`src/rtl/clip_playback_mixer_unit_defines.svh`:
```
// ----------------------------------------------------------------------------
// Clip playback mixer assertion macros
// Shared property wrappers, clocked on clk_i and disabled while rst_ni is low.
// ----------------------------------------------------------------------------
`ifndef CLIP_PLAYBACK_MIXER_UNIT_DEFINES_SVH
`define CLIP_PLAYBACK_MIXER_UNIT_DEFINES_SVH

// General property check.
`define CPM_ASSERT(lbl, prop, msg) \
  lbl: assert property (@(posedge clk_i) disable iff (!rst_ni) prop) else $error(msg);

// Hold check: whenever cond is seen, sig keeps its value into the next cycle.
`define CPM_ASSERT_HOLD(lbl, cond, sig, msg) \
  lbl: assert property (@(posedge clk_i) disable iff (!rst_ni) cond |=> $stable(sig)) \
    else $error(msg);

`endif

```
`src/rtl/cpm_pkg.sv`:
```
// ----------------------------------------------------------------------------
// Clip playback mixer package
// Sizes, register codes and the configuration bundle shared by the modules.
// ----------------------------------------------------------------------------
package cpm_pkg;

  localparam int unsigned SrcDepth    = 65536;
  localparam int unsigned SrcAddrW    = $clog2(SrcDepth);
  localparam int unsigned LenW        = SrcAddrW + 1;
  localparam int unsigned SineIdxW    = 10;
  localparam int unsigned SineStages  = 6;
  localparam int unsigned CfgIdxW     = 3;
  localparam int unsigned CfgDataW    = 32;
  localparam int unsigned GainProdW   = 30;
  localparam int unsigned InDataW     = 128;
  localparam int unsigned OutDataW    = 48;

  typedef enum logic [CfgIdxW-1:0] {
    RegClipStart,
    RegClipEnd,
    RegSourceLength,
    RegSourceStep,
    RegPhaseStep,
    RegGain,
    RegPan
  } cfg_reg_e;

  // Configuration as seen by the datapath, including derived terms.
  typedef struct packed {
    logic [31:0]           clip_start;
    logic [31:0]           clip_end;
    logic [31:0]           source_step;
    logic [31:0]           phase_step;
    logic [LenW-1:0]       len;
    logic                  use_sine;
    logic [GainProdW-1:0]  gain_l;
    logic [GainProdW-1:0]  gain_r;
  } cfg_t;

endpackage

```
`src/rtl/cpm_sine_pipe.sv`:
```
// ----------------------------------------------------------------------------
// Clip playback mixer sine pipeline
// Q15 sine from a table index: quarter-wave fold and a 7th-order odd
// polynomial, one multiply per stage after the fold stage, six stages.
// ----------------------------------------------------------------------------
module cpm_sine_pipe (
  input  logic                               clk_i,
  input  logic [cpm_pkg::SineStages-1:0]     en_i,
  input  logic [cpm_pkg::SineIdxW-1:0]       idx_i,
  output logic signed [15:0]                 sine_o
);
  import cpm_pkg::*;

  localparam int unsigned QuadW = SineIdxW - 2;

  logic [16:0]        u_d;
  logic [16:0]        u_q   [0:4];
  logic               neg_q [0:4];
  logic [16:0]        u2_q  [1:3];
  logic [16:0]        s1_q, s2_q, s3_q;
  logic [33:0]        p_u2, p_s1, p_s2, p_s3, p_y;
  logic [16:0]        y_raw;
  logic [14:0]        y_cap;
  logic signed [15:0] y_q;

  always_comb begin
    u_d = 17'(idx_i[QuadW-1:0]) << (16 - QuadW);
    if (idx_i[QuadW]) u_d = 17'd65536 - u_d;
  end

  assign p_u2  = 34'(u_q[0]) * 34'(u_q[0]);
  assign p_s1  = 34'(u2_q[1]) * 34'd307;
  assign p_s2  = 34'(u2_q[2]) * 34'(s1_q);
  assign p_s3  = 34'(u2_q[3]) * 34'(s2_q);
  assign p_y   = 34'(u_q[4]) * 34'(s3_q);
  assign y_raw = p_y[33:17];
  assign y_cap = (y_raw > 17'd32767) ? 15'h7FFF : y_raw[14:0];

  always_ff @(posedge clk_i) begin
    if (en_i[0]) begin
      u_q[0]   <= u_d;
      neg_q[0] <= idx_i[SineIdxW-1];
    end
    for (int k = 1; k <= 4; k++) begin
      if (en_i[k]) begin
        u_q[k]   <= u_q[k-1];
        neg_q[k] <= neg_q[k-1];
      end
    end
    if (en_i[1]) u2_q[1] <= p_u2[32:16];
    if (en_i[2]) begin
      u2_q[2] <= u2_q[1];
      s1_q    <= 17'd5223 - p_s1[32:16];
    end
    if (en_i[3]) begin
      u2_q[3] <= u2_q[2];
      s2_q    <= 17'd42334 - p_s2[32:16];
    end
    if (en_i[4]) s3_q <= 17'd102944 - p_s3[32:16];
    if (en_i[5]) y_q <= neg_q[4] ? -$signed({1'b0, y_cap}) : $signed({1'b0, y_cap});
  end

  assign sine_o = y_q;

endmodule

```
`config.mk`:
```
export PLATFORM = sky130hd
export DESIGN_NAME = cpm_sine_pipe
export DESIGN_NICKNAME = d
export VERILOG_FILES = /design/src/rtl/clip_playback_mixer_unit_defines.svh /design/src/rtl/cpm_pkg.sv /design/src/rtl/cpm_sine_pipe.sv
export SDC_FILE = /design/constraint.sdc
export NUM_CORES = 2
export LEC_CHECK = 0
export ABC_AREA = 1
export BUFFER_PORTS_ARGS = -buffer_cell sky130_fd_sc_hd__buf_2
export CORE_ASPECT_RATIO = 0.6
export CORE_MARGIN = 5
export CORE_UTILIZATION = 55
export CTS_BUF_LIST = sky130_fd_sc_hd__clkbuf_4
export CTS_CLUSTER_DIAMETER = 80
export DETAILED_ROUTE_END_ITERATION = 8
export GPL_ROUTABILITY_DRIVEN = 0
export PLACE_DENSITY = 0.71
export SYNTH_ARGS = -nofsm -noshare
export SYNTH_HDL_FRONTEND = slang
export SYNTH_SLANG_ARGS = --single-unit
```
`constraint.sdc`:
```
create_clock -name clk_i -period 13.42 [get_ports clk_i]
set_input_delay 0.671 -clock clk_i [delete_from_list [all_inputs] [get_ports clk_i]]
set_output_delay 0.671 -clock clk_i [all_outputs]
set_load 0.02 [all_outputs]
```
Word-level counts from Yosys, hierarchy flattened:

Memories as Yosys holds them, arrays and structs flattened.
Cells that the tools add are included.

* muxes and demuxes: 13
* order comparisons: 1
* multiply operators: 5
* add/sub/neg operators: 5

Operators by type and width (number)
* 17-bit by 17-bit multiplier with 33-bit output: 3
* 17-bit by 17-bit multiplier with 34-bit output: 1
* 15-bit two-way mux: 2
* 17-bit by 9-bit multiplier with 26-bit output, second input constant: 1
* 17-bit by 15-bit greater-than comparator with 1-bit output, second input constant: 1
* 17-bit two-way mux: 1
* 16-bit by 17-bit subtractor with 17-bit output, first input constant: 1
* 17-bit by 16-bit subtractor with 17-bit output, first input constant: 1
* 17-bit subtractor, first input constant: 1
* 15-bit negator with 16-bit output: 1
* 13-bit by 10-bit subtractor with 14-bit output, first input constant: 1
* 1-bit two-way mux: 10

* memories kept: 3
* flip-flop bits (word level): 67
* output and inout port bits: 16
* input bits: 17
* bits in writable memories: 141

Memory list
* u_q: depth 5, bits a word 17, rd ports 5, clocked after memory_dff 0, wr ports 5, RTL line cpm_sine_pipe.sv:17 `logic [16:0] u_q [0:4];`
* u2_q: depth 3, bits a word 17, rd ports 3, clocked after memory_dff 0, wr ports 3, RTL line cpm_sine_pipe.sv:19 `logic [16:0] u2_q [1:3];`
* neg_q: depth 5, bits a word 1, rd ports 5, clocked after memory_dff 0, wr ports 5, RTL line cpm_sine_pipe.sv:18 `logic neg_q [0:4];`

Logic depth before layout (Yosys ltp):

An unclocked memory read counts as a cell.

* depth after elaboration: 6
* gate-level depth with buffers: 38

Worst setup path after synthesis:

No wires, ideal clock.

* kind: register to register
* start: register u2_q[0][64] (netlist name)
* end: register s3_q[12] (data pin)
* library setup time: 0.256 ns
* cell stages (with the launch flop): 32
* slack: 7.108 ns
* data required time: 13.164 ns
* data arrival time: 6.056 ns
* clock period less this slack: 6.312 ns
* buffers on the path: 2
* cells stage by stage: edfxtp_1 -> clkbuf_1 -> clkbuf_1 -> nand2_1 -> fa_1 -> inv_1 -> fa_1 -> inv_1 -> fa_1 -> inv_1 -> fa_1 -> inv_1 -> fa_1 -> inv_1 -> fa_1 -> ha_1 -> nand2_1 -> nor4_1 -> nand2_1 -> nand3_1 -> nand2_1 -> inv_1 -> ha_1 -> nand3_1 -> nor2_1 -> nand2_1 -> nand2_2 -> nand2_1 -> nor2_2 -> inv_1 -> nand3_1 -> nand2_1

RTL lines
* end signal, assigned: RTL line cpm_sine_pipe.sv:59 `if (en_i[4]) s3_q <= 17'd102944 - p_s3[32:16];`
* end, declared: RTL line cpm_sine_pipe.sv:20 `logic [16:0] s1_q, s2_q, s3_q;`

==> results.ini <==
[logic_synthesis]
yosys.area.top_type=fa_1
synthFlopType=edfxtp_1
yosysSeqAreaShare_pct=14.0
avgSynthCellArea_um2=7.82
synth_area_leaders=fa_1, ha_1, edfxtp_1
async_reset_ff_share_pct=0
syn_inst=4255
synth-edff-count=155
synth_top_area_share_pct=30.1
yosysWarnings=0
ys_seq_elements=155
yosys-top-cells-count=inv_1, nand2_1, fa_1
synth_nets=5215
synth_cell_types=48
synth_most_common_cell=inv_1
synth_area_um2=33300

[clock_network]
cts_buffers=17
cts_setup_buffers=0
clockBufferDepth=2
cts_hold_buf=0
clkSlewWorstSetupHoldPaths_ns=0.18
cts.sinks=155
root_buffer=clkbuf_4
post_cts_resized=0
h-tree-depth=4
insertion_delay_ns=0.67
cts_tree=built

[die]
core_um2=59600
row_count=69
pin_count=33
die_area_um2=65700
initial_core_util_pct=55.9
die_x_um=328
die-height_um=201

[worst_setup_path]
critPathMaxFanout=16
crit_type=reg2reg
reg2reg_to=s3_q[12]$_DFFE_PP_
path_depth=29
crit_path_start=u2_q[0][60]$_DFFE_PP_
crit_family=adder cells
critPathCapture=s3_q[12]$_DFFE_PP_
cp.arrival_ns=7.39
crit_path_end_kind=register
max_stage_delay_ns=0.94
r2r-start=u2_q[0][60]$_DFFE_PP_
crit_slowest_cell=edfxtp_1
r2r_setup_slack_ns=6.48
rr_worst_depth=29
cp-start-kind=register
crit_buf_inv=7
crit_required_ns=13.87

[routing]
drcViolationCount=0
routed_via_density=5.16
drt_wl_total_mm=79.3
vias=25600
drtIter0Drc=2711
drt_pass1_iterations=6
wl_per_cell_um=16.0
antenna_left=0

[placement]
portBuffers=32
hpwl_mm=67.1

[job]
drv_cap=0

[sta]
max_freq_mhz=144
fin_worst_skew_ns=0.0352
drv_slew=0
hold_violations=0
slew-limit-headroom_pct=29.6
fin_crit_sh_pct=51.7
worst_pin_slew_ns=1.06
fin_crit_ns=6.94
tns_ns=0
setup_viol=0
rsz0062_at_grt=false

[grt]
grt_pass1_vias=24900
grt_use_total_pct=24.8
antenna_found_initial=3
grt_first_pass_wirelength_mm=131
grt_overflow=0
grt_max_degree=42

[cells_and_area]
area_growth_pct=2.79
finalNetCount=5127
drive_gt1_share_pct=2.85

[min_path]
hold_path_class=in2reg

[run_status]
status=finished clean

-- per-layer routing --
metal / up-vias / GRT usage (%) / routed length, um
met4: 4 / 2.74 / 622
met3: 53 / 7.22 / 9120
met2: 1106 / 32.1 / 29000
met1: 12100 / 41.5 / 40500
met5: - / 0 / 27
li1: 12300 / - / -
-- how the worst min path moves through the flow --
| stage | from | endpoint | depth (start not counted) |
|---|---|---|---|
| after floorplan | neg_q[0][0]$_DFFE_PP_ | neg_q[0][1]$_DFFE_PP_ | 0 |
| after global placement | u_q[0][27]$_DFFE_PP_ | u_q[0][44]$_DFFE_PP_ | 0 |
| after detailed placement | neg_q[0][2]$_DFFE_PP_ | neg_q[0][3]$_DFFE_PP_ | 0 |
| after CTS | idx_i[9] | neg_q[0][0]$_DFFE_PP_ | 1 |
| after global routing | idx_i[9] | neg_q[0][0]$_DFFE_PP_ | 1 |
| final | idx_i[9] | neg_q[0][0]$_DFFE_PP_ | 1 |
-- kinds of logic (layout without fill, tap and decap cells) --
logic type               after synthesis  in the layout  share of synthesized area [%]
AND/OR/NAND/NOR                     1535           1535                           18.8
adder cells (fa/ha/maj)              943            943                           46.7
flip-flops                           155            155                           14.0
buffers and inverters               1359           1284                           15.4
other                                  0              1                              0
AO/OA/AOI/OAI                        192            192                           3.21
XOR/XNOR                              71             71                           1.91
-- area by class of cell --
class                      count  area [um^2]
fill                        5423        25400
tap                          781          977
clock inverter                15          188
clock buffer                  17          128
inverter                    1218         4570
multi-input combinational   2741        23500
sequential                   155         4650
antenna                        1         2.50
timing repair buffer          34          175
-- through the flow --
stage	setup slack (ns)	cells	instance area, um^2	utilization [%]	hold WS [ns]
4_1_cts	6.57	4961	34200	57.4	0.109
2_1_floorplan	7.11	4255	33300	-	0.400
3_5_place_dp	6.59	4929	33900	56.9	0.405
3_3_place_gp	6.66	4929	33900	56.9	0.400
5_1_grt	6.00	4962	34200	57.4	0.0884
6_report	6.48	4962	34200	57.4	0.165
-- placed cells by master (no fill, tap or decap), types with 5 or more instances in the layout --
| master | Yosys | routed |
|---|---|---|
| a21o_1 | 8 | 8 |
| a21oi_1 | 98 | 98 |
| buf_2 | 1 | 32 |
| clkbuf_4 | 0 | 17 |
| clkinv_8 | 0 | 5 |
| edfxtp_1 | 155 | 155 |
| fa_1 | 500 | 500 |
| ha_1 | 443 | 443 |
| inv_1 | 1210 | 1210 |
| inv_2 | 8 | 8 |
| inv_8 | 0 | 5 |
| nand2_1 | 1151 | 1151 |
| nand2_2 | 18 | 18 |
| nand3_1 | 111 | 111 |
| nand3b_1 | 20 | 20 |
| nand4_1 | 26 | 26 |
| nor2_1 | 160 | 160 |
| nor2_2 | 9 | 9 |
| nor3_1 | 12 | 12 |
| nor4_1 | 8 | 8 |
| o21ai_0 | 48 | 48 |
| o21ai_1 | 7 | 7 |
| o21bai_1 | 10 | 10 |
| xnor2_1 | 23 | 23 |
| xor2_1 | 46 | 46 |
-- sequential cells by signal (all words and copies together) (netlist names) --
signal	count
u2_q	48
neg_q	5
s1_q	11
u_q	42
s3_q	17
s2_q	16
sine_o	16
Power is left out: the tool's default activity adds up to more than one toggle a clock period on the data nets, which glitch-free logic cannot reach.
