## src/rtl/clip_playback_mixer_unit_defines.svh

```systemverilog
// ----------------------------------------------------------------------------
// Clip playback mixer assertion macros
// Shared property wrappers, clocked on clk_i and disabled while rst_ni is low.
// ----------------------------------------------------------------------------
`ifndef CLIP_PLAYBACK_MIXER_UNIT_DEFINES_SVH
`define CLIP_PLAYBACK_MIXER_UNIT_DEFINES_SVH

// General property check.
`define CPM_ASSERT(lbl, prop, msg) \
  lbl: assert property (@(posedge clk_i) disable iff (!rst_ni) prop) else $error(msg);

// Hold check: whenever cond is seen, sig keeps its value into the next cycle.
`define CPM_ASSERT_HOLD(lbl, cond, sig, msg) \
  lbl: assert property (@(posedge clk_i) disable iff (!rst_ni) cond |=> $stable(sig)) \
    else $error(msg);

`endif

```

## src/rtl/cpm_pkg.sv

```systemverilog
// ----------------------------------------------------------------------------
// Clip playback mixer package
// Sizes, register codes and the configuration bundle shared by the modules.
// ----------------------------------------------------------------------------
package cpm_pkg;

  localparam int unsigned SrcDepth    = 65536;
  localparam int unsigned SrcAddrW    = $clog2(SrcDepth);
  localparam int unsigned LenW        = SrcAddrW + 1;
  localparam int unsigned SineIdxW    = 10;
  localparam int unsigned SineStages  = 6;
  localparam int unsigned CfgIdxW     = 3;
  localparam int unsigned CfgDataW    = 32;
  localparam int unsigned GainProdW   = 30;
  localparam int unsigned InDataW     = 128;
  localparam int unsigned OutDataW    = 48;

  typedef enum logic [CfgIdxW-1:0] {
    RegClipStart,
    RegClipEnd,
    RegSourceLength,
    RegSourceStep,
    RegPhaseStep,
    RegGain,
    RegPan
  } cfg_reg_e;

  // Configuration as seen by the datapath, including derived terms.
  typedef struct packed {
    logic [31:0]           clip_start;
    logic [31:0]           clip_end;
    logic [31:0]           source_step;
    logic [31:0]           phase_step;
    logic [LenW-1:0]       len;
    logic                  use_sine;
    logic [GainProdW-1:0]  gain_l;
    logic [GainProdW-1:0]  gain_r;
  } cfg_t;

endpackage

```

## src/rtl/cpm_cfg_regs.sv

```systemverilog
// ----------------------------------------------------------------------------
// Clip playback mixer configuration registers
// Register file plus derived terms: clamped length, pan factors, gain products.
// ----------------------------------------------------------------------------
module cpm_cfg_regs (
  input  logic                          clk_i,
  input  logic                          rst_ni,
  input  logic                          cfg_valid_i,
  output logic                          cfg_ready_o,
  input  logic [cpm_pkg::CfgIdxW-1:0]   cfg_index_i,
  input  logic [cpm_pkg::CfgDataW-1:0]  cfg_data_i,
  output cpm_pkg::cfg_t                 cfg_o
);
  import cpm_pkg::*;

  localparam logic [14:0]          Unity      = 15'd16384;
  localparam logic [GainProdW-1:0] UnityGain  = GainProdW'(32'd268435456);

  logic [31:0]           clip_start_q, clip_end_q, source_step_q, phase_step_q;
  logic [16:0]           source_len_q;
  logic [15:0]           gain_q;
  logic signed [15:0]    pan_q;
  logic signed [15:0]    pan_c;
  logic [14:0]           lfac_d, lfac_q, rfac_d, rfac_q;
  logic [LenW-1:0]       len_d, len_q;
  logic [GainProdW-1:0]  gain_l_d, gain_l_q, gain_r_d, gain_r_q;

  assign cfg_ready_o = 1'b1;

  always_ff @(posedge clk_i or negedge rst_ni) begin
    if (!rst_ni) begin
      clip_start_q  <= '0;
      clip_end_q    <= '0;
      source_len_q  <= '0;
      source_step_q <= 32'd65536;
      phase_step_q  <= '0;
      gain_q        <= 16'd16384;
      pan_q         <= '0;
    end else if (cfg_valid_i) begin
      unique case (cfg_reg_e'(cfg_index_i))
        RegClipStart:    clip_start_q  <= cfg_data_i;
        RegClipEnd:      clip_end_q    <= cfg_data_i;
        RegSourceLength: source_len_q  <= cfg_data_i[16:0];
        RegSourceStep:   source_step_q <= cfg_data_i;
        RegPhaseStep:    phase_step_q  <= cfg_data_i;
        RegGain:         gain_q        <= cfg_data_i[15:0];
        RegPan:          pan_q         <= $signed(cfg_data_i[15:0]);
        default: ;
      endcase
    end
  end

  // Linear pan law on the clamped pan value, and the clamped source length.
  always_comb begin
    pan_c = pan_q;
    if (pan_q > 16'sd16384) pan_c = 16'sd16384;
    if (pan_q < -16'sd16384) pan_c = -16'sd16384;
    lfac_d = (pan_c <= 16'sd0) ? Unity : 15'(16'sd16384 - pan_c);
    rfac_d = (pan_c >= 16'sd0) ? Unity : 15'(16'sd16384 + pan_c);
    len_d  = (32'(source_len_q) > 32'(SrcDepth)) ? LenW'(SrcDepth) : LenW'(source_len_q);
  end

  assign gain_l_d = GainProdW'(gain_q) * GainProdW'(lfac_q);
  assign gain_r_d = GainProdW'(gain_q) * GainProdW'(rfac_q);

  always_ff @(posedge clk_i or negedge rst_ni) begin
    if (!rst_ni) begin
      lfac_q   <= Unity;
      rfac_q   <= Unity;
      len_q    <= '0;
      gain_l_q <= UnityGain;
      gain_r_q <= UnityGain;
    end else begin
      lfac_q   <= lfac_d;
      rfac_q   <= rfac_d;
      len_q    <= len_d;
      gain_l_q <= gain_l_d;
      gain_r_q <= gain_r_d;
    end
  end

  assign cfg_o.clip_start  = clip_start_q;
  assign cfg_o.clip_end    = clip_end_q;
  assign cfg_o.source_step = source_step_q;
  assign cfg_o.phase_step  = phase_step_q;
  assign cfg_o.len         = len_q;
  assign cfg_o.use_sine    = (len_q == '0);
  assign cfg_o.gain_l      = gain_l_q;
  assign cfg_o.gain_r      = gain_r_q;

endmodule

```

## config.mk

```make
export PLATFORM = sky130hd
export DESIGN_NAME = cpm_cfg_regs
export DESIGN_NICKNAME = d
export VERILOG_FILES = /design/src/rtl/clip_playback_mixer_unit_defines.svh /design/src/rtl/cpm_pkg.sv /design/src/rtl/cpm_cfg_regs.sv
export SDC_FILE = /design/constraint.sdc
export NUM_CORES = 1
export LEC_CHECK = 0
export BUFFER_PORTS_ARGS = -buffer_cell sky130_fd_sc_hd__clkbuf_2
export CORE_UTILIZATION = 40
export DETAILED_ROUTE_END_ITERATION = 8
export MAX_ROUTING_LAYER = met4
export PLACE_DENSITY = 0.62
export RECOVER_POWER = 50
export SLEW_MARGIN = 10
export SYNTH_ARGS = -nofsm -noshare
export SYNTH_HDL_FRONTEND = slang
export SYNTH_SLANG_ARGS = --single-unit
export TNS_END_PERCENT = 5
```

## constraint.sdc

```tcl
create_clock -name clk_i -period 6.9 [get_ports clk_i]
set_input_delay 0.345 -clock clk_i [delete_from_list [all_inputs] [get_ports clk_i]]
set_output_delay 0.345 -clock clk_i [all_outputs]
set_load 0.02 [all_outputs]
```

* Yosys cells after proc, flatten, opt, wreduce, memory -nomap -nowiden *
Cells that the tools add are included.

operators by class
  $lt $le $gt $ge = 5
  reductions and logical operators = 9
  muxes and demuxes = 5
  eq/ne operators = 6
  $mul = 2
  add/subtract/negate cells = 2

operators with widths
  operator                number
  $mul 16x15->30          2
  $mux 16                 2
  $mux 15                 2
  $gt 17x17->1 const B    1
  $logic_not 17->1        1
  $mux 17                 1
  $ge 16x1->1 const B     1
  $gt 16x16->1 const B    1
  $le 16x1->1 const B     1
  $lt 16x15->1 const B    1
  $add 15x15->15 const A  1
  $sub 15x15->15 const A  1
  $reduce_and 2->1        7
  $eq 3x3->1 const B      3
  $eq 3x2->1 const B      2
  $eq 3x1->1 const B      1
  $logic_not 3->1         1

storage, ports and cells
  output and inout bits = 207
  word-level logic and storage cells = 41
  register bits after elaboration = 284
  bits of input ports = 38

* Logic depth before layout (Yosys ltp) *
Gate-level depths: netlist of run 1.

  depth after elaboration = 5
  depth in mapped cells = 22
  gate-level depth less buffers = 21

* Least setup slack after synthesis of run 1 *
Ideal clock, no wire load.

  path type = register to register
  start = register rfac_q[0]
  end = register gain_r_q[28]
  required time = 6.825 ns
  period minus slack after synthesis = 5.646 ns
  arrival time = 5.572 ns
  library setup time = 0.075 ns
  slack = 1.254 ns
  buffers on the path = 1
  cell stages (with the launch flop) = 23
  cells stage by stage = dfrtp_1 clkbuf_1 and2_1 fa_1 inv_1 fa_1 inv_1 fa_1 inv_1 fa_1 inv_1 fa_1 inv_1 fa_1 inv_1 ha_1 o211ai_1 nor3_1 a221oi_2 a31oi_4 a211oi_2 o31ai_1 xor2_1

on the way
  word-level cells in the longest chain between the ends = 1

RTL lines
  what                      line                source
  start: declaration        cpm_cfg_regs.sv:24  logic [14:0] lfac_d, lfac_q, rfac_d, rfac_q;
  start signal: assignment  cpm_cfg_regs.sv:69  rfac_q <= Unity;
  start signal: assignment  cpm_cfg_regs.sv:75  rfac_q <= rfac_d;
  $mul 16x15->30            cpm_cfg_regs.sv:64  assign gain_r_d = GainProdW'(gain_q) * GainProdW'(rfac_q);
  net gain_r_d[28]          cpm_cfg_regs.sv:26  logic [GainProdW-1:0] gain_l_d, gain_l_q, gain_r_d, gain_r_q;
  end signal: assignment    cpm_cfg_regs.sv:72  gain_r_q <= UnityGain;
  end signal: assignment    cpm_cfg_regs.sv:78  gain_r_q <= gain_r_d;
  end: declaration          cpm_cfg_regs.sv:26

The timed path passes the listed nets, and every way through them passes these cells.
A chain may end at the register's enable or synchronous reset.

* Final worst setup path of run 1 *
  start = register gain_q[9]
  end = register gain_r_q[27]

on the way
  word-level cells in the longest chain between the ends = 1

RTL lines
  what                      line                source
  start: declaration        cpm_cfg_regs.sv:21  logic [15:0] gain_q;
  start signal: assignment  cpm_cfg_regs.sv:46  RegGain: gain_q <= cfg_data_i[15:0];
  $mul 16x15->30            cpm_cfg_regs.sv:64
  net gain_r_d[27]          cpm_cfg_regs.sv:26

The timed path passes the listed nets, and every way through them passes these cells.

==> flow_metrics.env, run 1 <==
export IMPL_dieWidth_um=256
export IMPL_worstPathArrival_ps=6770
export IMPL_rr_startpoint="gain_q[9]$_DFFE_PN0P_"
export IMPL_crit_path_cell_trace="buf_4 -> and2_1 -> fa_1 -> inv_1 -> fa_1 -> inv_1 -> fa_1 -> fa_1 -> fa_1 -> inv_1 -> fa_1 -> inv_1 -> ha_1 -> nand4_1 -> or2_1 -> o211ai_2 -> a31oi_2 -> o41ai_2 -> xnor2_1"
export IMPL_worst_skew_pair_late_latency_ps=560
export IMPL_synth_compound_area_frac=0.0462
export IMPL_vias=17700
export IMPL_ys_ff_latch=284
export IMPL_tightest_slew_ps=5080
export IMPL_vias_per_cell=5.02
export IMPL_outcome="complete, but fails checks"
export IMPL_period_share=0.910
export IMPL_port_buffers=243
export IMPL_antenna_found_initial=0
export IMPL_mostFrequentLayoutCell="inv_1"
export IMPL_synth_warnings=0
export IMPL_critical_path_endpoint="gain_r_q[27]$_DFF_PN0_"
export IMPL_grt_max_degree=109
export IMPL_hold_class="input port to flop"
export IMPL_hold_viol_final=0
export IMPL_slew_viol_final=174
export IMPL_synth_fp_nets=3028
export IMPL_grt_pass1_wl_um=102000
export IMPL_synth_edf_count=0
export IMPL_n_fill_cell=6060
export IMPL_reg2reg_slack_ps=620
export IMPL_wl_um=62000
export IMPL_grt_usage=0.198
export IMPL_rsz0062_at_grt="false"
export IMPL_worst_setup_path_type="flop to flop"
export IMPL_numCtsBuffers=34
export IMPL_synth_xor_area_frac=0.0213
export IMPL_grt_overflow=0
export IMPL_syn_area_um2=25900
export IMPL_end_kind="flop"
export IMPL_period_needed_ps=6280
export IMPL_wl_per_cell_um=17.6
export IMPL_grt_pass1_vias=19100
export IMPL_crit_path_start_kind="flop"
export IMPL_finClkSkew_ps=6.99
export IMPL_row_count=92
export IMPL_ios=245
export IMPL_max_freq_mhz=159
export IMPL_ys_seq_area_frac=0.275
export IMPL_syn_inst=2449
export IMPL_place_hpwl_um=48000
export IMPL_seqCellArea_um2=7110
export IMPL_diodes=0
export IMPL_crit_top_cell="fa_1"
export IMPL_yosys_area_share_simple=0.134
export IMPL_cts_tree="done"
export IMPL_ant_nets=0
export IMPL_postCtsSetupRepairBufs=0
export IMPL_r2r_end="gain_r_q[27]$_DFF_PN0_"
export IMPL_syn_avg_cell_area_um2=10.6
export IMPL_die_h_um=256
export IMPL_synthFlopType="dfrtp_1"
export IMPL_clock_path_buffers=3
export IMPL_synth_async_reset_ratio=1.00
export IMPL_layout_nets=3232
export IMPL_area_growth_pct=12.1
export IMPL_clk_pin_slew_worst_paths_ps=60
export IMPL_core_area_um2=63500
export IMPL_yosysUniqueCellTypes=70
export IMPL_muxShareOfSynthArea=0.0770
export IMPL_clockRootBuffer="clkbuf_16"
export IMPL_path_max_fanout=17
export IMPL_drc=0
export IMPL_htree_levels=2
export IMPL_clock_sinks=284
export IMPL_slowest_delay_ps=760
export IMPL_cp_startpoint="gain_q[9]$_DFFE_PN0P_"
export IMPL_synthAdderAreaFrac=0.366
export IMPL_die_area_um2=65700
export IMPL_critPathSlowestCell="dfrtp_1"
export IMPL_multi_input_area_um2=16700
export IMPL_tns_ps=0
export IMPL_final_cell_mix="inv_1, fa_1, and2_1"
export IMPL_drtPass1Iterations=5
export IMPL_critPathRequiredTime_ps=7390
export IMPL_place_gp_congestion=0.916
export IMPL_reg2regPathDepth=19
export IMPL_maxCapViolCount=3
export IMPL_setup_viol=0
export IMPL_violations="max-capacitance violations, max-slew violations"
export IMPL_start_util=0.407
export IMPL_synth_top_family_by_area="adder cells"
export IMPL_drive_gt1_frac=0.155
export IMPL_relSlewSlack=-2.39
export IMPL_first_iter_violations=858
==> timing repair <==
item,CTS,global route
hold endpoints to repair,104,0
gates resized for setup,0,0
hold buffers,1,0
==> worst min-delay path by stage <==
| stage | startpoint | endpoint | slack, ps | cells after the start |
|---|---|---|---|---|
| after detailed placement | rst_ni | gain_l_q[13]$_DFF_PN0_ | 420 | 1 |
| after global routing | cfg_data_i[23] | clip_end_q[23]$_DFFE_PN0P_ | 50 | 2 |
| final | cfg_data_i[30] | clip_end_q[30]$_DFFE_PN0P_ | 60 | 2 |
| after CTS | cfg_data_i[23] | clip_end_q[23]$_DFFE_PN0P_ | 30 | 2 |
| after floorplan | rst_ni | clip_end_q[0]$_DFFE_PN0P_ | 50 | 0 |
| after global placement | rst_ni | gain_l_q[13]$_DFF_PN0_ | 420 | 1 |
==> state kept, by name (all words and copies together) (netlist names) <==
signal	cells
rfac_q	15
source_step_q	32
clip_start_q	32
pan_q	16
len_q	17
gain_q	16
phase_step_q	32
gain_l_q	30
clip_end_q	32
lfac_q	15
source_len_q	17
gain_r_q	30
==> cell usage after synthesis (all sizes together) (3+ instances only) <==
master,instances,area (µm²)
nand4b,5,43.8
fa,358,7170
nor2,37,139
nand2b,7,43.8
o21ai,30,158
dfrtp,278,6960
or3,3,18.8
dfstp,6,158
and3,19,119
nor3b,3,22.5
o21a,12,90.1
nand2,227,852
a21o,16,120
a31oi,9,92.6
and2,291,1820
a211oi,8,65.1
inv,442,1660
a2111oi,3,38.8
ha,183,2290
nor2b,18,113
or4,3,26.3
a311oi,3,26.3
o31ai,4,30.0
clkbuf,108,405
a21oi,50,254
mux2,176,1980
nand3,12,60.1
xnor2,42,368
nor3,14,70.1
a21boi,4,30.0
nor4,9,56.3
xor2,21,184
o211ai,4,35.0
o21bai,6,45.0
buf,3,16.3
nand4,9,56.3
==> logic make-up after synthesis <==
kind of cell | after synthesis
other | 1
adders and majority gates | 541
buffers and inverters | 553
DFF | 284
xor gates and xnor gates | 63
AOI/OAI and AO/OA | 169
and+or+nand+nor | 661
muxes | 177
==> critical path, delay by kind of cell (launching register included) <==
kind | cells | cell delay, ps
adders and majority gates | 7 | 3130
buffers and inverters | 5 | 680
AOI/OAI and AO/OA | 3 | 910
xor gates and xnor gates | 1 | 150
and+or+nand+nor | 3 | 560
DFF | 1 | 760
==> metrics by stage <==
step	util	cell area [µm²]	worst slack, ps	std cells	hold WS, ps
after global routing	0.456	29000	294	3525	45.2
final	0.456	29000	618	3525	59.9
after floorplan	-	25900	1250	2449	49.4
after global placement	0.441	28000	716	3462	415
after detailed placement	0.441	28000	619	3462	423
after CTS	0.459	29200	602	3525	34.1
==> metal layers <==
layer,GRT usage,vias up,part of all wire
li1,-,8007,-
met2,0.329,447,0.49
met5,-,-,0
met4,0.0441,0,0.020
met1,0.251,9139,0.43
met3,0.0359,89,0.054
==> final cells by class <==
type | instances | share of cell area
Tap cell | 846 | 0.0365
Inverter | 442 | 0.0572
Timing Repair Buffer | 279 | 0.0459
Multi-Input combinational cell | 1612 | 0.575
Clock inverter | 16 | 0.00781
Clock buffer | 46 | 0.0323
Sequential cell | 284 | 0.245
Power of run 1 is left out: the tool's default activity adds up to more than one toggle a clock period on the data nets, which glitch-free logic cannot reach.
==> run 2: changes to the inputs <==
--- a/config.mk
+++ b/config.mk
@@ -6,10 +6,13 @@
 export NUM_CORES = 1
 export LEC_CHECK = 0
 export BUFFER_PORTS_ARGS = -buffer_cell sky130_fd_sc_hd__clkbuf_2
+export CELL_PAD_IN_SITES_DETAIL_PLACEMENT = 0
+export CELL_PAD_IN_SITES_GLOBAL_PLACEMENT = 1
+export CORE_ASPECT_RATIO = 1.1
 export CORE_UTILIZATION = 40
 export DETAILED_ROUTE_END_ITERATION = 8
 export MAX_ROUTING_LAYER = met4
-export PLACE_DENSITY = 0.62
+export PLACE_DENSITY = 0.74
 export RECOVER_POWER = 50
 export SLEW_MARGIN = 10
 export SYNTH_ARGS = -nofsm -noshare
==> run 2 against run 1 <==
  * Sequential cell count stayed put
  * Design area hardly changed
  * The flow still finishes with violations (max-capacitance violations, max-slew violations)
  * Maximum frequency fell by 2.1%
  * Via count is 0.66% lower
  * First-iteration DRC count fell by 7.3%
==> flow_metrics.env, run 2 (synthesized netlist as in run 1, its figures left out) <==
export IMPL_wl_per_cell_um=17.7
export IMPL_critPathRequiredTime_ps=7430
export IMPL_place_gp_congestion=0.864
export IMPL_clock_path_buffers=3
export IMPL_ios=245
export IMPL_crit_path_start_kind="flop"
export IMPL_grt_pass1_vias=19200
export IMPL_numCtsBuffers=31
export IMPL_place_hpwl_um=47800
export IMPL_first_iter_violations=795
export IMPL_grt_usage=0.200
export IMPL_critPathSlowestCell="dfrtp_1"
export IMPL_maxCapViolCount=5
export IMPL_slowest_delay_ps=1040
export IMPL_hold_viol_final=0
export IMPL_end_kind="flop"
export IMPL_rsz0062_at_grt="false"
export IMPL_fin_util=0.454
export IMPL_gr_max_usage_layer="met2"
export IMPL_port_buffers=243
export IMPL_clk_pin_slew_worst_paths_ps=60
export IMPL_cts_tree="done"
export IMPL_slew_viol_final=245
export IMPL_setup_viol=0
export IMPL_dieWidth_um=244
export IMPL_final_cell_mix="inv_1, fa_1, and2_1"
export IMPL_stdcell_count=3522
export IMPL_wl_um=62200
export IMPL_drc=0
export IMPL_tns_ps=0
export IMPL_antenna_found_initial=0
export IMPL_tightest_slew_ps=4990
export IMPL_row_count=97
export IMPL_grt_util_met1=0.245
export IMPL_vias=17600
export IMPL_relSlewSlack=-2.32
export IMPL_area_growth_pct=12.2
export IMPL_ant_nets=0
export IMPL_dpl_cell_area_um2=28000
export IMPL_outcome="complete, but fails checks"
export IMPL_layout_nets=3236
export IMPL_grt_pass1_wl_um=101000
export IMPL_crit_path_cell_trace="and2_1 -> fa_1 -> inv_1 -> fa_1 -> inv_1 -> fa_1 -> ha_1 -> fa_1 -> inv_1 -> fa_1 -> inv_1 -> ha_1 -> a2111oi_2 -> o21ai_1 -> a221oi_2 -> a31oi_4 -> a211oi_2 -> o31ai_1 -> xor2_1"
export IMPL_crit_family="adder cells"
export IMPL_diodes=0
export IMPL_htree_levels=1
export IMPL_mostFrequentLayoutCell="inv_1"
export IMPL_worst_skew_pair_late_latency_ps=610
export IMPL_path_max_fanout=28
export IMPL_postCtsSetupRepairBufs=0
export IMPL_violations="max-capacitance violations, max-slew violations"
export IMPL_hold_class="input port to flop"
export IMPL_clockRootBuffer="clkbuf_16"
export IMPL_crit_top_cell="fa_1"
export IMPL_design_area_um2=29000
export IMPL_worstPathArrival_ps=6950
export IMPL_core_area_um2=63800
export IMPL_drive_gt1_frac=0.158
export IMPL_clock_sinks=284
export IMPL_use_met2=0.339
export IMPL_n_fill_cell=6180
export IMPL_start_util=0.405
export IMPL_worst_setup_path_type="flop to flop"
export IMPL_period_share=0.930
export IMPL_drtPass1Iterations=5
export IMPL_dp_cells=3452
export IMPL_finClkSkew_ps=12.2
export IMPL_die_area_um2=65700
export IMPL_vias_per_cell=4.99
export IMPL_max_freq_mhz=156
export IMPL_grt_max_degree=113
export IMPL_grt_overflow=0
export IMPL_period_needed_ps=6420
export IMPL_cp_num_buf_inv=4
export IMPL_use_met3=0.0344
export IMPL_die_h_um=269
==> run 2: path summary, 6_finish.rpt <==
check | end | cells after the start | slack, ps | start
min in group asynchronous | source_step_q[25]$_DFFE_PN0P_ | 2 | 2250 | rst_ni
min reg2reg | phase_step_q[22]$_DFFE_PN0P_ | 1 | 510 | phase_step_q[22]$_DFFE_PN0P_
max in group asynchronous | clip_end_q[30]$_DFFE_PN0P_ | 3 | 1690 | rst_ni
max | gain_r_q[28]$_DFF_PN1_ | 19 | 480 | gain_q[5]$_DFFE_PN0P_
min | clip_start_q[31]$_DFFE_PN0P_ | 2 | 50 | cfg_data_i[31]
max reg2reg | gain_r_q[28]$_DFF_PN1_ | 19 | 480 | gain_q[5]$_DFFE_PN0P_
==> run 2: metrics by stage <==
step                      hold slack, ps  setup WS [ps]
after floorplan                     49.4           1250
after global placement               450            628
after detailed placement             457            495
after CTS                           10.5            505
after global routing                35.5            163
final                               47.6            482
==> run 2: area by class of cell <==
| cell class | instances | area (µm²) | area share |
|---|---|---|---|
| multi-input cells | 1612 | 16700 | 0.575 |
| clock buffers | 43 | 881 | 0.0304 |
| clock inverters | 14 | 186 | 0.00643 |
| well taps | 841 | 1050 | 0.0363 |
| flip-flops and latches | 284 | 7110 | 0.245 |
| repair buffers | 286 | 1440 | 0.0496 |
| inverters | 442 | 1660 | 0.0572 |
==> run 2: what timing repair did <==
item                                   CTS  global route
hold buffers                            13             0
setup endpoints to repair                0             0
resized for setup                        0             0
endpoints found under the hold margin  153             0
==> run 2: layer usage <==
metal,routed length (µm),vias to the layer above
met5,0,-
met4,1550,0
met3,3310,94
met2,31000,418
met1,26400,9037
li1,-,8016
Power of run 2 is left out for the same reason.
==> run 3: changes to the inputs <==
--- a/config.mk
+++ b/config.mk
@@ -11,7 +11,6 @@
 export CORE_ASPECT_RATIO = 1.1
 export CORE_UTILIZATION = 40
 export DETAILED_ROUTE_END_ITERATION = 8
-export MAX_ROUTING_LAYER = met4
 export PLACE_DENSITY = 0.74
 export RECOVER_POWER = 50
 export SLEW_MARGIN = 10
==> run 3 against run 2 <==
  * Global-route usage shrank 0.59 points
  * Register-to-register slack is essentially flat
  * Sequential share of layout area is essentially flat
  * Cell count is the same
  * The flow still finishes with violations (max-capacitance violations, max-slew violations)
  * Die area is the same
  * Maximum frequency grew 0.17%
  * Core utilization is essentially flat
==> flow_metrics.env, run 3 (synthesized netlist as in run 1, its figures left out) <==
export IMPL_maxCapViolCount=5
export IMPL_antenna_found_initial=0
export IMPL_critPathRequiredTime_ps=7430
export IMPL_end_kind="flop"
export IMPL_hold_viol_final=0
export IMPL_area_growth_pct=12.1
export IMPL_place_hpwl_um=47800
export IMPL_ios=245
export IMPL_worstPathArrival_ps=6940
export IMPL_first_iter_violations=770
export IMPL_die_h_um=269
export IMPL_place_gp_congestion=0.851
export IMPL_tns_ps=0
export IMPL_period_share=0.928
export IMPL_n_fill_cell=6182
export IMPL_start_util=0.405
export IMPL_setup_viol=0
export IMPL_slew_viol_final=245
export IMPL_outcome="complete, but fails checks"
export IMPL_cts_tree="done"
export IMPL_tightest_slew_ps=5770
export IMPL_grt_overflow=0
export IMPL_violations="max-capacitance violations, max-slew violations"
export IMPL_final_cell_mix="inv_1, fa_1, and2_1"
export IMPL_finClkSkew_ps=13.7
export IMPL_rsz0062_at_grt="false"
export IMPL_vias=17500
export IMPL_grt_usage=0.194
export IMPL_die_area_um2=65700
export IMPL_path_max_fanout=28
export IMPL_clock_sinks=284
export IMPL_dieWidth_um=244
export IMPL_grt_max_degree=113
export IMPL_grt_pass1_vias=19200
export IMPL_dp_cells=3452
export IMPL_clk_pin_slew_worst_paths_ps=60
export IMPL_postCtsSetupRepairBufs=0
export IMPL_relSlewSlack=-2.85
export IMPL_drtPass1Iterations=5
export IMPL_multi_input_area_um2=16700
export IMPL_layout_nets=3236
export IMPL_wl_um=62200
export IMPL_numCtsBuffers=31
export IMPL_stdcell_count=3522
export IMPL_wl_per_cell_um=17.7
export IMPL_worst_setup_path_type="flop to flop"
export IMPL_grt_pass1_wl_um=101000
export IMPL_diodes=0
export IMPL_mostFrequentLayoutCell="inv_1"
export IMPL_cts_resized=0
export IMPL_htree_levels=1
export IMPL_row_count=97
export IMPL_clock_path_buffers=3
export IMPL_port_buffers=243
export IMPL_period_needed_ps=6410
export IMPL_worst_skew_pair_late_latency_ps=610
export IMPL_drive_gt1_frac=0.158
export IMPL_clockRootBuffer="clkbuf_16"
export IMPL_hold_class="input port to flop"
export IMPL_max_freq_mhz=156
export IMPL_crit_path_start_kind="flop"
export IMPL_core_area_um2=63800
export IMPL_ant_nets=0
export IMPL_drc=0
export IMPL_seqCellArea_um2=7110
export IMPL_vias_per_cell=4.98
-- run 3: repair_timing --
action / CTS / global route
hold buffers: 13 / 0
endpoints found under the hold margin: 153 / 0
endpoints found under the setup margin: 0 / 0
-- run 3: final timing paths --
kind | slack [ps] | depth (start not counted) | start | end
min reg2reg | 510 | 1 | phase_step_q[22]$_DFFE_PN0P_ | phase_step_q[22]$_DFFE_PN0P_
min in group asynchronous | 2390 | 2 | rst_ni | source_step_q[25]$_DFFE_PN0P_
min | 50 | 2 | cfg_data_i[31] | phase_step_q[31]$_DFFE_PN0P_
max reg2reg | 490 | 19 | gain_q[5]$_DFFE_PN0P_ | gain_r_q[28]$_DFF_PN1_
max | 490 | 19 | gain_q[5]$_DFFE_PN0P_ | gain_r_q[28]$_DFF_PN1_
max in group asynchronous | 1220 | 2 | rst_ni | phase_step_q[0]$_DFFE_PN0P_
-- run 3: final cells by class --
type                    count  area share
multi-input cells        1612       0.575
flip-flops and latches    284       0.245
inverters                 442      0.0572
repair buffers            286      0.0494
well taps                 841      0.0363
clock buffers              43      0.0304
clock inverters            14     0.00643
-- run 3: layer usage --
layer / part of all wire / up-vias / wire length, µm / GRT usage
met5: 0 / - / 0 / 0
li1: - / 8009 / - / -
met3: 0.058 / 99 / 3630 / 0.0390
met4: 0.025 / 0 / 1580 / 0.0551
met1: 0.42 / 9013 / 26000 / 0.242
met2: 0.50 / 417 / 31000 / 0.339
-- run 3: metrics by stage --
step                      instance area, µm²  worst slack [ps]  hold WS (ps)   util
after floorplan                        25900              1250          49.4      -
after global routing                   29000              76.2          35.5  0.454
after global placement                 28000               628           450  0.438
after detailed placement               28000               495           457  0.438
final                                  29000               493          50.9  0.454
after CTS                              29200               505          10.5  0.457
-- run 3: worst max-delay path: stages, from the launching register on --
cell and delay, ps:
dfrtp_1 1050, and2_1 270, fa_1 420, inv_1 80
fa_1 400, inv_1 80, fa_1 440, ha_1 310
fa_1 480, inv_1 50, fa_1 470, inv_1 40
ha_1 380, a2111oi_2 380, o21ai_1 150, a221oi_2 470
a31oi_4 200, a211oi_2 330, o31ai_1 150, xor2_1 150
Power of run 3 is left out for the same reason.
